[src/design/kmca_pkg.sv]
// ----------------------------------------------------------------------------
// kmca_pkg
// Shared types and constants of the keyboard MIDI channel allocator: payload
// structs, command codes, register indexes and the key layout tables.
// ----------------------------------------------------------------------------
package kmca_pkg;

   // Input operation codes
   localparam logic [1:0] OP_PRESS   = 2'd0;
   localparam logic [1:0] OP_RELEASE = 2'd1;
   localparam logic [1:0] OP_TICK    = 2'd2;

   // Configuration register indexes
   localparam logic [1:0] CSR_SCALE_SELECT   = 2'd0;
   localparam logic [1:0] CSR_VOLUME_PERCENT = 2'd1;
   localparam logic [1:0] CSR_RELEASE_DELAY  = 2'd2;

   localparam logic [4:0]  SCALE_RESET   = 5'd7;
   localparam logic [6:0]  VOLUME_RESET  = 7'd100;
   localparam logic [15:0] DELAY_RESET   = 16'd1500;
   localparam logic [6:0]  VELOCITY_RESET = 7'((100 * 127 + 50) / 100);

   // Scale selection: 0..11 major, 12..23 minor
   localparam logic [4:0] SCALE_MAX       = 5'd23;
   localparam logic [4:0] SCALE_MINOR_LOW = 5'd12;
   localparam logic [6:0] MAJOR_BASE      = 7'd48;
   // minor base 45 minus the 12 subtracted from the selector
   localparam logic [6:0] MINOR_BASE      = 7'd33;

   // 2^19 / 100 rounded up; exact floor for numerators below 2^14
   localparam logic [12:0] VEL_RECIP      = 13'd5243;
   localparam int          VEL_SHIFT      = 19;
   localparam logic [6:0]  VELOCITY_MAX   = 7'd127;
   localparam logic [13:0] VEL_ROUND      = 14'd50;

   // MIDI message constants
   localparam logic [7:0] STATUS_NOTE_ON     = 8'h90;
   localparam logic [7:0] STATUS_CONTROL     = 8'hB0;
   localparam logic [6:0] CTRL_ALL_NOTES_OFF = 7'd123;

   // Release countdown slots, one per 4-bit channel number
   localparam int SLOTS     = 16;
   localparam int SLOT_BITS = 4;
   localparam int CHAN_BITS = 4;

   localparam int CMDQ_DEPTH = 2;

   // Semitone offset of each layout index (octave * 12 + scale step)
   localparam logic [5:0] MAJOR_SEMI [21] = '{
      6'd0,  6'd2,  6'd4,  6'd5,  6'd7,  6'd9,  6'd11,
      6'd12, 6'd14, 6'd16, 6'd17, 6'd19, 6'd21, 6'd23,
      6'd24, 6'd26, 6'd28, 6'd29, 6'd31, 6'd33, 6'd35};
   localparam logic [5:0] MINOR_SEMI [21] = '{
      6'd0,  6'd2,  6'd3,  6'd5,  6'd7,  6'd8,  6'd10,
      6'd12, 6'd14, 6'd15, 6'd17, 6'd19, 6'd20, 6'd22,
      6'd24, 6'd26, 6'd27, 6'd29, 6'd31, 6'd32, 6'd34};

   typedef struct packed {
      logic [1:0] operation;
      logic [7:0] key_code;
   } req_type;

   typedef struct packed {
      logic [7:0] status_byte;
      logic [6:0] data_one;
      logic [6:0] data_two;
      logic       last_of_run;
   } rsp_type;

   typedef struct packed {
      logic        write;
      logic [1:0]  index;
      logic [15:0] wdata;
   } csr_type;

   typedef enum logic [1:0] {
      CMD_PRESS,
      CMD_RELEASE,
      CMD_TICK
   } cmd_kind_type;

   typedef struct packed {
      cmd_kind_type kind;
      logic [7:0]   key;
      logic [6:0]   pitch;
   } cmd_type;

   typedef struct packed {
      logic    valid;
      cmd_type cmd;
   } cmdq_push_type;

   typedef struct packed {
      logic    valid;
      cmd_type cmd;
   } cmdq_head_type;

   typedef enum logic [2:0] {
      ST_IDLE,
      ST_PRESS,
      ST_RELEASE,
      ST_RELEASE_APPLY,
      ST_TICK_SETUP,
      ST_TICK_SCAN
   } back_state_type;

   // Rows Z..M, A..J, Q..U; anything else falls on the first key
   function automatic logic [4:0] key_layout_index(input logic [7:0] key);
      logic [4:0] idx;
      case (key)
         8'h5A:   idx = 5'd0;   // Z
         8'h58:   idx = 5'd1;   // X
         8'h43:   idx = 5'd2;   // C
         8'h56:   idx = 5'd3;   // V
         8'h42:   idx = 5'd4;   // B
         8'h4E:   idx = 5'd5;   // N
         8'h4D:   idx = 5'd6;   // M
         8'h41:   idx = 5'd7;   // A
         8'h53:   idx = 5'd8;   // S
         8'h44:   idx = 5'd9;   // D
         8'h46:   idx = 5'd10;  // F
         8'h47:   idx = 5'd11;  // G
         8'h48:   idx = 5'd12;  // H
         8'h4A:   idx = 5'd13;  // J
         8'h51:   idx = 5'd14;  // Q
         8'h57:   idx = 5'd15;  // W
         8'h45:   idx = 5'd16;  // E
         8'h52:   idx = 5'd17;  // R
         8'h54:   idx = 5'd18;  // T
         8'h59:   idx = 5'd19;  // Y
         8'h55:   idx = 5'd20;  // U
         default: idx = 5'd0;
      endcase
      return idx;
   endfunction

endpackage

[src/design/keyboard_midi_channel_allocator.sv]
// ----------------------------------------------------------------------------
// keyboard_midi_channel_allocator
// Keyboard events to MIDI note-on and all-notes-off messages with a pool of
// free channels and per-channel release timers.
// ----------------------------------------------------------------------------
// The front end takes one event per cycle while its two-entry command queue
// has room; presses and releases of key codes at or above KEY_CODES and the
// unknown operations are dropped there. The back end runs one command at a
// time: a press in ST_PRESS, a release in ST_RELEASE and, for a held key,
// ST_RELEASE_APPLY, a millisecond tick in ST_TICK_SETUP, then ST_TICK_SCAN,
// one of the 16 release countdown slots per cycle; a press and an expiring
// slot wait while the output register holds a result with rsp_ready low. No
// clearing pass is needed after reset. Velocity is registered from volume_ff.
module keyboard_midi_channel_allocator
   import kmca_pkg::*;
#(
   parameter int NUM_CHANNELS = 11,
   parameter int KEY_CODES    = 256,
   parameter int TIMER_BITS   = 16
) (
   input  logic        clock,
   input  logic        reset,
   input  logic        req_valid,
   output logic        req_ready,
   input  req_type     req_data,
   output logic        rsp_valid,
   input  logic        rsp_ready,
   output rsp_type     rsp_data,
   input  logic        csr_write,
   input  logic [1:0]  csr_index,
   input  logic [15:0] csr_wdata
);

   csr_type       csr;
   cmdq_push_type push;
   cmdq_head_type qhead;
   logic          queue_full;
   logic          pop;
   logic [6:0]    velocity;

   assign csr.write = csr_write;
   assign csr.index = csr_index;
   assign csr.wdata = csr_wdata;

   kmca_front #(
      .KEY_CODES (KEY_CODES)
   ) u_front (
      .clock      (clock),
      .reset      (reset),
      .req_valid  (req_valid),
      .req_ready  (req_ready),
      .req_data   (req_data),
      .csr        (csr),
      .queue_full (queue_full),
      .push       (push),
      .velocity   (velocity)
   );

   kmca_cmd_queue u_queue (
      .clock (clock),
      .reset (reset),
      .push  (push),
      .full  (queue_full),
      .pop   (pop),
      .head  (qhead)
   );

   kmca_back #(
      .NUM_CHANNELS (NUM_CHANNELS),
      .KEY_CODES    (KEY_CODES),
      .TIMER_BITS   (TIMER_BITS)
   ) u_back (
      .clock     (clock),
      .reset     (reset),
      .csr       (csr),
      .qhead     (qhead),
      .pop       (pop),
      .velocity  (velocity),
      .rsp_valid (rsp_valid),
      .rsp_ready (rsp_ready),
      .rsp_data  (rsp_data)
   );

endmodule

[src/design/kmca_ram.sv]
// ----------------------------------------------------------------------------
// kmca_ram
// Generic single-write, single-read RAM with registered read data.
// ----------------------------------------------------------------------------
module kmca_ram #(
   parameter int WIDTH = 4,
   parameter int DEPTH = 256
) (
   input  logic                     clock,
   input  logic                     wr_en,
   input  logic [$clog2(DEPTH)-1:0] wr_addr,
   input  logic [WIDTH-1:0]         wr_data,
   input  logic [$clog2(DEPTH)-1:0] rd_addr,
   output logic [WIDTH-1:0]         rd_data
);

   logic [WIDTH-1:0] mem_ff [DEPTH];
   logic [WIDTH-1:0] rd_data_ff;

   always_ff @(posedge clock) begin
      if (wr_en) begin
         mem_ff[wr_addr] <= wr_data;
      end
      rd_data_ff <= mem_ff[rd_addr];
   end

   assign rd_data = rd_data_ff;

endmodule

[src/design/kmca_cmd_queue.sv]
// ----------------------------------------------------------------------------
// kmca_cmd_queue
// Short command FIFO between the classifying front end and the back end.
// ----------------------------------------------------------------------------
module kmca_cmd_queue
   import kmca_pkg::*;
(
   input  logic          clock,
   input  logic          reset,
   input  cmdq_push_type push,
   output logic          full,
   input  logic          pop,
   output cmdq_head_type head
);

   localparam int PW = (CMDQ_DEPTH > 1) ? $clog2(CMDQ_DEPTH) : 1;
   localparam int CW = $clog2(CMDQ_DEPTH + 1);

   cmd_type         entries_ff [CMDQ_DEPTH];
   logic [PW-1:0]   wr_ptr_ff, wr_ptr_in;
   logic [PW-1:0]   rd_ptr_ff, rd_ptr_in;
   logic [CW-1:0]   count_ff, count_in;
   logic            do_push, do_pop;

   assign full    = (count_ff == CW'(CMDQ_DEPTH));
   assign do_push = push.valid && !full;
   assign do_pop  = pop && (count_ff != '0);

   assign head.valid = (count_ff != '0);
   assign head.cmd   = entries_ff[rd_ptr_ff];

   always_comb begin
      wr_ptr_in = wr_ptr_ff;
      rd_ptr_in = rd_ptr_ff;
      count_in  = count_ff;
      if (do_push) begin
         wr_ptr_in = (wr_ptr_ff == PW'(CMDQ_DEPTH - 1)) ? '0 : wr_ptr_ff + 1'b1;
      end
      if (do_pop) begin
         rd_ptr_in = (rd_ptr_ff == PW'(CMDQ_DEPTH - 1)) ? '0 : rd_ptr_ff + 1'b1;
      end
      if (do_push && !do_pop) begin
         count_in = count_ff + 1'b1;
      end else if (do_pop && !do_push) begin
         count_in = count_ff - 1'b1;
      end
   end

   always_ff @(posedge clock) begin
      if (reset) begin
         wr_ptr_ff <= '0;
         rd_ptr_ff <= '0;
         count_ff  <= '0;
      end else begin
         wr_ptr_ff <= wr_ptr_in;
         rd_ptr_ff <= rd_ptr_in;
         count_ff  <= count_in;
      end
   end

   always_ff @(posedge clock) begin
      if (do_push) begin
         entries_ff[wr_ptr_ff] <= push.cmd;
      end
   end

endmodule

[src/design/kmca_front.sv]
// ----------------------------------------------------------------------------
// kmca_front
// Input side: accepts events, drops the ones with no effect, maps key codes
// to pitch and keeps the scale and volume settings.
// ----------------------------------------------------------------------------
module kmca_front
   import kmca_pkg::*;
#(
   parameter int KEY_CODES = 256
) (
   input  logic          clock,
   input  logic          reset,
   input  logic          req_valid,
   output logic          req_ready,
   input  req_type       req_data,
   input  csr_type       csr,
   input  logic          queue_full,
   output cmdq_push_type push,
   output logic [6:0]    velocity
);

   logic [4:0]  scale_ff, scale_in;
   logic [6:0]  volume_ff, volume_in;
   logic [6:0]  vel_ff, vel_in;

   logic        accept;
   logic        in_range;
   logic        keep;
   logic [4:0]  sel;
   logic        minor;
   logic [4:0]  layout_idx;
   logic [5:0]  semi;
   logic [6:0]  pitch;
   logic [13:0] vel_num;
   logic [26:0] vel_prod;
   logic [7:0]  vel_quot;

   assign req_ready = !queue_full;
   assign accept    = req_valid && req_ready;
   assign in_range  = ({1'b0, req_data.key_code} < 9'(KEY_CODES));

   // pitch from layout index and scale
   assign sel        = (scale_ff > SCALE_MAX) ? SCALE_MAX : scale_ff;
   assign minor      = (sel >= SCALE_MINOR_LOW);
   assign layout_idx = key_layout_index(req_data.key_code);
   assign semi       = minor ? MINOR_SEMI[layout_idx] : MAJOR_SEMI[layout_idx];
   assign pitch      = (minor ? MINOR_BASE : MAJOR_BASE) + {2'd0, sel} + {1'b0, semi};

   always_comb begin
      push.cmd.key   = req_data.key_code;
      push.cmd.pitch = pitch;
      case (req_data.operation)
         OP_PRESS: begin
            keep          = in_range;
            push.cmd.kind = CMD_PRESS;
         end
         OP_RELEASE: begin
            keep          = in_range;
            push.cmd.kind = CMD_RELEASE;
         end
         OP_TICK: begin
            keep          = 1'b1;
            push.cmd.kind = CMD_TICK;
         end
         default: begin
            keep          = 1'b0;
            push.cmd.kind = CMD_TICK;
         end
      endcase
      push.valid = accept && keep;
   end

   // velocity = round(volume * 127 / 100), saturated
   assign vel_num  = {volume_ff, 7'd0} - {7'd0, volume_ff} + VEL_ROUND;
   assign vel_prod = 27'(vel_num) * 27'(VEL_RECIP);
   assign vel_quot = vel_prod[VEL_SHIFT +: 8];
   assign vel_in   = (vel_quot > 8'(VELOCITY_MAX)) ? VELOCITY_MAX : vel_quot[6:0];
   assign velocity = vel_ff;

   always_comb begin
      scale_in  = scale_ff;
      volume_in = volume_ff;
      if (csr.write && csr.index == CSR_SCALE_SELECT) begin
         scale_in = csr.wdata[4:0];
      end
      if (csr.write && csr.index == CSR_VOLUME_PERCENT) begin
         volume_in = csr.wdata[6:0];
      end
   end

   always_ff @(posedge clock) begin
      if (reset) begin
         scale_ff  <= SCALE_RESET;
         volume_ff <= VOLUME_RESET;
         vel_ff    <= VELOCITY_RESET;
      end else begin
         scale_ff  <= scale_in;
         volume_ff <= volume_in;
         vel_ff    <= vel_in;
      end
   end

endmodule

[src/design/kmca_back.sv]
// ----------------------------------------------------------------------------
// kmca_back
// Execution side: owns the held-key table, free channel FIFO and release
// countdowns, and issues note-on and all-notes-off messages.
// ----------------------------------------------------------------------------
module kmca_back
   import kmca_pkg::*;
#(
   parameter int NUM_CHANNELS = 11,
   parameter int KEY_CODES    = 256,
   parameter int TIMER_BITS   = 16
) (
   input  logic          clock,
   input  logic          reset,
   input  csr_type       csr,
   input  cmdq_head_type qhead,
   output logic          pop,
   input  logic [6:0]    velocity,
   output logic          rsp_valid,
   input  logic          rsp_ready,
   output rsp_type       rsp_data
);

   localparam int KW = $clog2(KEY_CODES);
   localparam int HW = (NUM_CHANNELS > 1) ? $clog2(NUM_CHANNELS) : 1;
   localparam int CW = $clog2(NUM_CHANNELS + 1);
   localparam logic [31:0] TIMER_MAX = 32'((64'd1 << TIMER_BITS) - 64'd1);

   back_state_type        state_ff, state_in;
   cmd_type               cmd_ff, cmd_in;
   logic [KEY_CODES-1:0]  held_ff, held_in;
   logic [CHAN_BITS-1:0]  free_ff [NUM_CHANNELS];
   logic [CHAN_BITS-1:0]  free_in [NUM_CHANNELS];
   logic [HW-1:0]         head_ff, head_in;
   logic [CW-1:0]         count_ff, count_in;
   logic [TIMER_BITS-1:0] countdown_ff [SLOTS];
   logic [TIMER_BITS-1:0] countdown_in [SLOTS];
   logic [SLOTS-1:0]      pending_ff, pending_in;
   logic [SLOTS-1:0]      mask_ff, mask_in;
   logic [SLOT_BITS-1:0]  scan_ff, scan_in;
   logic                  rsp_valid_ff, rsp_valid_in;
   rsp_type               rsp_ff, rsp_in;
   logic [15:0]           delay_ff, delay_in;

   logic                  out_free;
   logic [KW-1:0]         key_idx;
   logic [CHAN_BITS-1:0]  head_ch;
   logic [CW:0]           tail_sum;
   logic [CW:0]           tail_wrap;
   logic [HW-1:0]         tail;
   logic [31:0]           delay_wide;
   logic [TIMER_BITS-1:0] delay_sat;
   logic [SLOTS-1:0]      expire;
   logic [SLOTS-1:0]      remaining;
   logic                  advance;
   logic                  ram_we;
   logic [CHAN_BITS-1:0]  ram_rdata;

   assign out_free = !rsp_valid_ff || rsp_ready;
   assign key_idx  = cmd_ff.key[KW-1:0];
   assign head_ch  = free_ff[head_ff];

   assign tail_sum  = (CW + 1)'(head_ff) + (CW + 1)'(count_ff);
   assign tail_wrap = (tail_sum >= (CW + 1)'(NUM_CHANNELS)) ?
                      tail_sum - (CW + 1)'(NUM_CHANNELS) : tail_sum;
   assign tail      = tail_wrap[HW-1:0];

   assign delay_wide = {16'd0, delay_ff};
   assign delay_sat  = (delay_wide > TIMER_MAX) ? TIMER_MAX[TIMER_BITS-1:0]
                                                : delay_wide[TIMER_BITS-1:0];

   always_comb begin
      for (int i = 0; i < SLOTS; i++) begin
         expire[i] = pending_ff[i] && (countdown_ff[i][TIMER_BITS-1:1] == '0);
      end
   end

   assign remaining = mask_ff & ~(SLOTS'(1) << scan_ff);

   kmca_ram #(
      .WIDTH (CHAN_BITS),
      .DEPTH (KEY_CODES)
   ) u_key_chan (
      .clock   (clock),
      .wr_en   (ram_we),
      .wr_addr (key_idx),
      .wr_data (head_ch),
      .rd_addr (key_idx),
      .rd_data (ram_rdata)
   );

   always_comb begin
      state_in     = state_ff;
      cmd_in       = cmd_ff;
      held_in      = held_ff;
      free_in      = free_ff;
      head_in      = head_ff;
      count_in     = count_ff;
      countdown_in = countdown_ff;
      pending_in   = pending_ff;
      mask_in      = mask_ff;
      scan_in      = scan_ff;
      rsp_valid_in = rsp_valid_ff && !rsp_ready;
      rsp_in       = rsp_ff;
      pop          = 1'b0;
      ram_we       = 1'b0;
      advance      = 1'b1;

      case (state_ff)
         ST_IDLE: begin
            if (qhead.valid) begin
               pop    = 1'b1;
               cmd_in = qhead.cmd;
               case (qhead.cmd.kind)
                  CMD_PRESS:   state_in = ST_PRESS;
                  CMD_RELEASE: state_in = ST_RELEASE;
                  CMD_TICK:    state_in = ST_TICK_SETUP;
                  default:     state_in = ST_IDLE;
               endcase
            end
         end
         ST_PRESS: begin
            if (held_ff[key_idx] || count_ff == '0) begin
               // drop: key already held or no channel free
               state_in = ST_IDLE;
            end else if (out_free) begin
               ram_we               = 1'b1;
               held_in[key_idx]     = 1'b1;
               head_in              = (head_ff == HW'(NUM_CHANNELS - 1)) ? '0
                                                                         : head_ff + 1'b1;
               count_in             = count_ff - 1'b1;
               rsp_valid_in         = 1'b1;
               rsp_in.status_byte   = STATUS_NOTE_ON | {4'd0, head_ch};
               rsp_in.data_one      = cmd_ff.pitch;
               rsp_in.data_two      = velocity;
               rsp_in.last_of_run   = 1'b1;
               state_in             = ST_IDLE;
            end
         end
         ST_RELEASE: begin
            // channel read is under way; skip when the key is not held
            state_in = held_ff[key_idx] ? ST_RELEASE_APPLY : ST_IDLE;
         end
         ST_RELEASE_APPLY: begin
            held_in[key_idx]        = 1'b0;
            countdown_in[ram_rdata] = delay_sat;
            pending_in[ram_rdata]   = 1'b1;
            state_in                = ST_IDLE;
         end
         ST_TICK_SETUP: begin
            mask_in  = expire;
            scan_in  = '0;
            state_in = ST_TICK_SCAN;
         end
         ST_TICK_SCAN: begin
            if (pending_ff[scan_ff]) begin
               if (mask_ff[scan_ff]) begin
                  if (out_free) begin
                     pending_in[scan_ff]   = 1'b0;
                     countdown_in[scan_ff] = '0;
                     mask_in[scan_ff]      = 1'b0;
                     if (count_ff < CW'(NUM_CHANNELS)) begin
                        free_in[tail] = scan_ff;
                        count_in      = count_ff + 1'b1;
                     end
                     rsp_valid_in       = 1'b1;
                     rsp_in.status_byte = STATUS_CONTROL | {4'd0, scan_ff};
                     rsp_in.data_one    = CTRL_ALL_NOTES_OFF;
                     rsp_in.data_two    = '0;
                     rsp_in.last_of_run = (remaining == '0);
                  end else begin
                     advance = 1'b0;   // hold until the output register drains
                  end
               end else begin
                  countdown_in[scan_ff] = countdown_ff[scan_ff] - 1'b1;
               end
            end
            if (advance) begin
               scan_in = scan_ff + 1'b1;
               if (scan_ff == SLOT_BITS'(SLOTS - 1)) begin
                  state_in = ST_IDLE;
               end
            end
         end
         default: begin
            state_in = ST_IDLE;
         end
      endcase
   end

   always_comb begin
      delay_in = delay_ff;
      if (csr.write && csr.index == CSR_RELEASE_DELAY) begin
         delay_in = csr.wdata;
      end
   end

   always_ff @(posedge clock) begin
      if (reset) begin
         state_ff     <= ST_IDLE;
         held_ff      <= '0;
         head_ff      <= '0;
         count_ff     <= CW'(NUM_CHANNELS);
         pending_ff   <= '0;
         rsp_valid_ff <= 1'b0;
         delay_ff     <= DELAY_RESET;
         for (int i = 0; i < NUM_CHANNELS; i++) begin
            free_ff[i] <= CHAN_BITS'((i < 9) ? i : i + 1);
         end
      end else begin
         state_ff     <= state_in;
         held_ff      <= held_in;
         head_ff      <= head_in;
         count_ff     <= count_in;
         pending_ff   <= pending_in;
         rsp_valid_ff <= rsp_valid_in;
         delay_ff     <= delay_in;
         free_ff      <= free_in;
      end
   end

   always_ff @(posedge clock) begin
      cmd_ff       <= cmd_in;
      countdown_ff <= countdown_in;
      mask_ff      <= mask_in;
      scan_ff      <= scan_in;
      rsp_ff       <= rsp_in;
   end

   assign rsp_valid = rsp_valid_ff;
   assign rsp_data  = rsp_ff;

   a_count_bound: assert property (@(posedge clock) disable iff (reset)
      count_ff <= CW'(NUM_CHANNELS))
      else $error("free channel count exceeds channel total");

   a_release_held: assert property (@(posedge clock) disable iff (reset)
      state_ff == ST_RELEASE_APPLY |-> held_ff[key_idx])
      else $error("release applied to a key that is not held");

   a_mask_pending: assert property (@(posedge clock) disable iff (reset)
      state_ff == ST_TICK_SCAN |-> (mask_ff & ~pending_ff) == '0)
      else $error("expiring slot is not pending");

   a_press_takes: assert property (@(posedge clock) disable iff (reset)
      (state_ff == ST_PRESS && ram_we) |=> count_ff == $past(count_ff) - 1'b1)
      else $error("note-on did not take a channel from the free list");

endmodule

[config.mk]
export PLATFORM = sky130hd
export DESIGN_NAME = keyboard_midi_channel_allocator
export DESIGN_NICKNAME = d
export VERILOG_FILES = /design/src/design/kmca_pkg.sv /design/src/design/keyboard_midi_channel_allocator.sv /design/src/design/kmca_ram.sv /design/src/design/kmca_cmd_queue.sv /design/src/design/kmca_front.sv /design/src/design/kmca_back.sv
export SDC_FILE = /design/constraint.sdc
export NUM_CORES = 2
export LEC_CHECK = 0
export ABC_AREA = 1
export BUFFER_PORTS_ARGS = -buffer_cell sky130_fd_sc_hd__buf_2
export CAP_MARGIN = 25
export CORE_UTILIZATION = 40
export DETAILED_ROUTE_END_ITERATION = 12
export GPL_ROUTABILITY_DRIVEN = 0
export PLACE_DENSITY = 0.67
export SLEW_MARGIN = 15
export SYNTH_ARGS = -nofsm -noshare
export SYNTH_HDL_FRONTEND = slang
export SYNTH_SLANG_ARGS = --single-unit
export TNS_END_PERCENT = 20
[constraint.sdc]
create_clock -name clock -period 18.58 [get_ports clock]
set_clock_uncertainty 0.1 [all_clocks]
set_input_delay 3.716 -clock clock [delete_from_list [all_inputs] [get_ports clock]]
set_output_delay 3.716 -clock clock [all_outputs]
set_load 0.01 [all_outputs]
==> impl_metrics.py <==
metrics = {
    "status": {
        "outcome": "finished, final reports clean",
    },
    "sta": {
        "hold_violations": 0,
        "finalCritPeriodShare_pct": 40.70,
        "slew_viol_final": 0,
        "min_period_ns": 7.562,
        "relSlewSlack_pct": 20.22,
        "worst_pin_slew_ns": 1.193,
        "setup_viol_count_final": 0,
        "setup_tns_ns": 0,
        "timing.fmax_mhz": 132.2,
        "grt_setup_unrepaired": "false",
    },
    "final_layout": {
        "fin_area_um2": 96820,
        "drive_gt1_share_pct": 8.095,
        "areaGrowthSynthToFinish_pct": 9.654,
        "nNetsFinal": 9484,
        "mostFrequentLayoutCells": "2019 x nand2_1, 1369 x edfxtp_1, 928 x nor2_1",
        "layout_commonest_cell": "nand2_1",
    },
    "floorplan": {
        "core_area_um2": 219500,
        "ios": 58,
        "initial_utilization_pct": 40.23,
        "dieArea_um2": 222600,
        "fp.dieH_um": 471.8,
        "chipWidth_um": 471.8,
        "num_rows": 172,
    },
    "setup_path": {
        "cp_max_fo": 9,
        "slowest_delay_ns": 0.58,
        "cp.arrival_ns": 8.12,
        "r2r-start": "u_front.volume_ff[0]",
        "rr_endpoint": "u_front.velocity[6]",
        "r2r_setup_slack_ns": 11.02,
        "r2r_cells": 28,
        "critPathSlowestCell": "fa_1",
        "path_delay_family": "adder cells",
        "cp-end-kind": "flip-flop",
        "setup.worst_path.class": "flip-flop to flip-flop",
        "cp-start-kind": "flip-flop",
        "crit_buf_inv": 5,
        "cp.required_ns": 19.14,
    },
    "logic_synthesis": {
        "synth.distinct_cells": 66,
        "synth_ff_type": "edfxtp_1",
        "synthDominantCellAreaShare_pct": 46.56,
        "seq_area_frac_synth_pct": 54.99,
        "synth_area_leaders": "edfxtp_1 47%, nand2_1 8.7%, dfxtp_1 8.4%",
        "synthesis.area_um2": 88300,
        "synth_edf_count": 1369,
        "yosysTopAreaCell": "edfxtp_1",
        "async_flop_share_pct": 0,
        "ys_ff_latch": 1741,
        "syn_avg_cell_area_um2": 9.229,
        "yosys_warnings": 0,
        "synth_cells": 9568,
    },
    "clock_tree": {
        "postCtsSetupRepairBufs": 0,
        "clockBufferDepth": 3,
        "cts_buffers": 177,
        "cts.sinks": 1741,
        "cts_hold_buf": 0,
        "path_clk_slew_ns": 0.06,
        "cts_resized": 0,
        "clkLatencyLatePin_ns": 0.86,
        "cts_max_level": 4,
        "cts_tree": "done",
        "root_buffer": "clkbuf_16",
    },
    "pwr": {
        "ir_drop_mv": 0.2531,
        "power_density_nw_per_um2": 143.6,
        "p_leak_uw": 0.03525,
    },
    "global_routing": {
        "grt_pass1_wl_um": 413600,
        "grt.overflow.total": 0,
        "first_global_vias": 68200,
        "grt_max_degree": 250,
        "antenna_found_initial": 4,
        "grt_usage_pct": 23.83,
    },
    "route": {
        "vias": 72410,
        "wl_per_cell_um": 22.26,
        "drcViolationCount": 0,
        "routed_wl_um": 273200,
        "dr.pass1.iters": 9,
        "ant_nets": 0,
        "viasPerCell": 5.900,
        "drt_iter0_drc": 10890,
    },
    "job": {
        "maxCapViolations": 0,
    },
    "place": {
        "dp_hpwl_um": 162300,
        "postPlaceCellArea_um2": 90610,
        "io_buffer_count": 54,
    },
    "min_path": {
        "hold_path_depth": 2,
        "min_to": "u_back.free_ff[21]",
        "min_path_type": "flip-flop to flip-flop",
        "min_from": "u_back.free_ff[21]",
    },
}
[area by class of cell]
cell class	count	area (um^2)
tap	2871	3592
inverter	956	3623
clock buffer	223	4702
multi-input combinational	6166	33310
antenna	2	5.005
fill	20510	122700
timing repair buffer	216	1747
clock inverter	99	1289
sequential	1741	48560
[synthesized netlist by cell type, types with 5 or more instances]
master    number
nand2_1     2037
edfxtp_1    1369
nor2_1       936
inv_1        930
o21ai_0      644
nand3_1      563
a22oi_1      525
clkbuf_1     416
dfxtp_1      372
nand4_1      340
a21oi_1      188
nor3_2       172
ha_1         128
buf_1        105
buf_2        101
o221ai_1     101
nor3_1        90
fa_1          65
buf_4         58
nor4_1        55
o21ai_1       49
o211ai_1      44
a21boi_0      35
xor2_1        31
buf_6         25
a221oi_1      23
o22ai_1       22
mux2_2        15
clkinv_1      13
inv_2         13
or2_2         11
nor2_2        10
xnor2_1        9
a211oi_1       7
o31ai_1        6
a31oi_1        5
[worst max path at each step]
stage                                    start                              to  cells after the start
after CTS                 u_front.volume_ff[0]             u_front.velocity[6]                     28
after detailed placement           req_data[3]        u_queue.entries_ff[0][5]                     20
after floorplan              u_back.head_ff[0]  u_back.u_key_chan.mem_ff[0][3]                      3
after global placement             req_data[3]        u_queue.entries_ff[0][5]                     20
after global routing      u_front.volume_ff[0]             u_front.velocity[6]                     28
final                     u_front.volume_ff[0]             u_front.velocity[6]                     28
[where the power goes]
group	switching, uW	internal (uW)	total [uW]
clock	1600	2090	3690
combinational	4230	1280	5510
sequential	81.6	4620	4700
total	5910	7990	13900
[cells by family (layout without fill, tap and decap cells)]
logic type | after synthesis | after routing | share of synthesized area [%]
multiplexers | 17 | 17 | 0.2140
XOR/XNOR | 45 | 45 | 0.4889
buffers and inverters | 1662 | 1494 | 7.669
AND/OR/NAND/NOR | 4229 | 4229 | 21.38
adder cells (fa/ha/maj) | 193 | 193 | 3.287
other | 2 | 5 | 0.008505
AO/OA/AOI/OAI | 1679 | 1679 | 11.97
flip-flops | 1741 | 1741 | 54.99
[metal layers]
layer  part of all wire, %  wire, um  vias to the layer above  global-route usage (%)
li1                      -         -                    32530                       -
met1                    40    110700                    34760                   33.25
met2                    44    119900                     4381                   36.09
met3                    11     30790                      742                   4.516
met4                   4.3     11880                        4                   10.13
met5                0.0095        26                        -                       0
[stage by stage]
step / cells / util [%] / hold WS (ns) / power, uW / worst slack, ns
after global placement: 11940 / 41.24 / 0.3311 / 10010 / 10.49
after global routing: 12270 / 44.11 / 0.3640 / 14460 / 10.39
after floorplan: 9569 / - / 0.3205 / 8277 / 4.877
after CTS: 12260 / 44.01 / 0.3497 / 13770 / 11.03
after detailed placement: 11940 / 41.28 / 0.3409 / 10100 / 10.38
final: 12270 / 44.11 / 0.3486 / 13900 / 11.02
[worst register-to-register path: cells and delay by family, from the launching register on]
family                     cells  cell delay, ns
adders and majority gates      6            2.70
buffers and inverters          5            0.68
DFF                            1            0.56
AOI/OAI and AO/OA              6            1.31
and+or+nand+nor               10            1.53
xor gates and xnor gates       1            0.53
No activity file was read; power rests on OpenSTA's default activity.
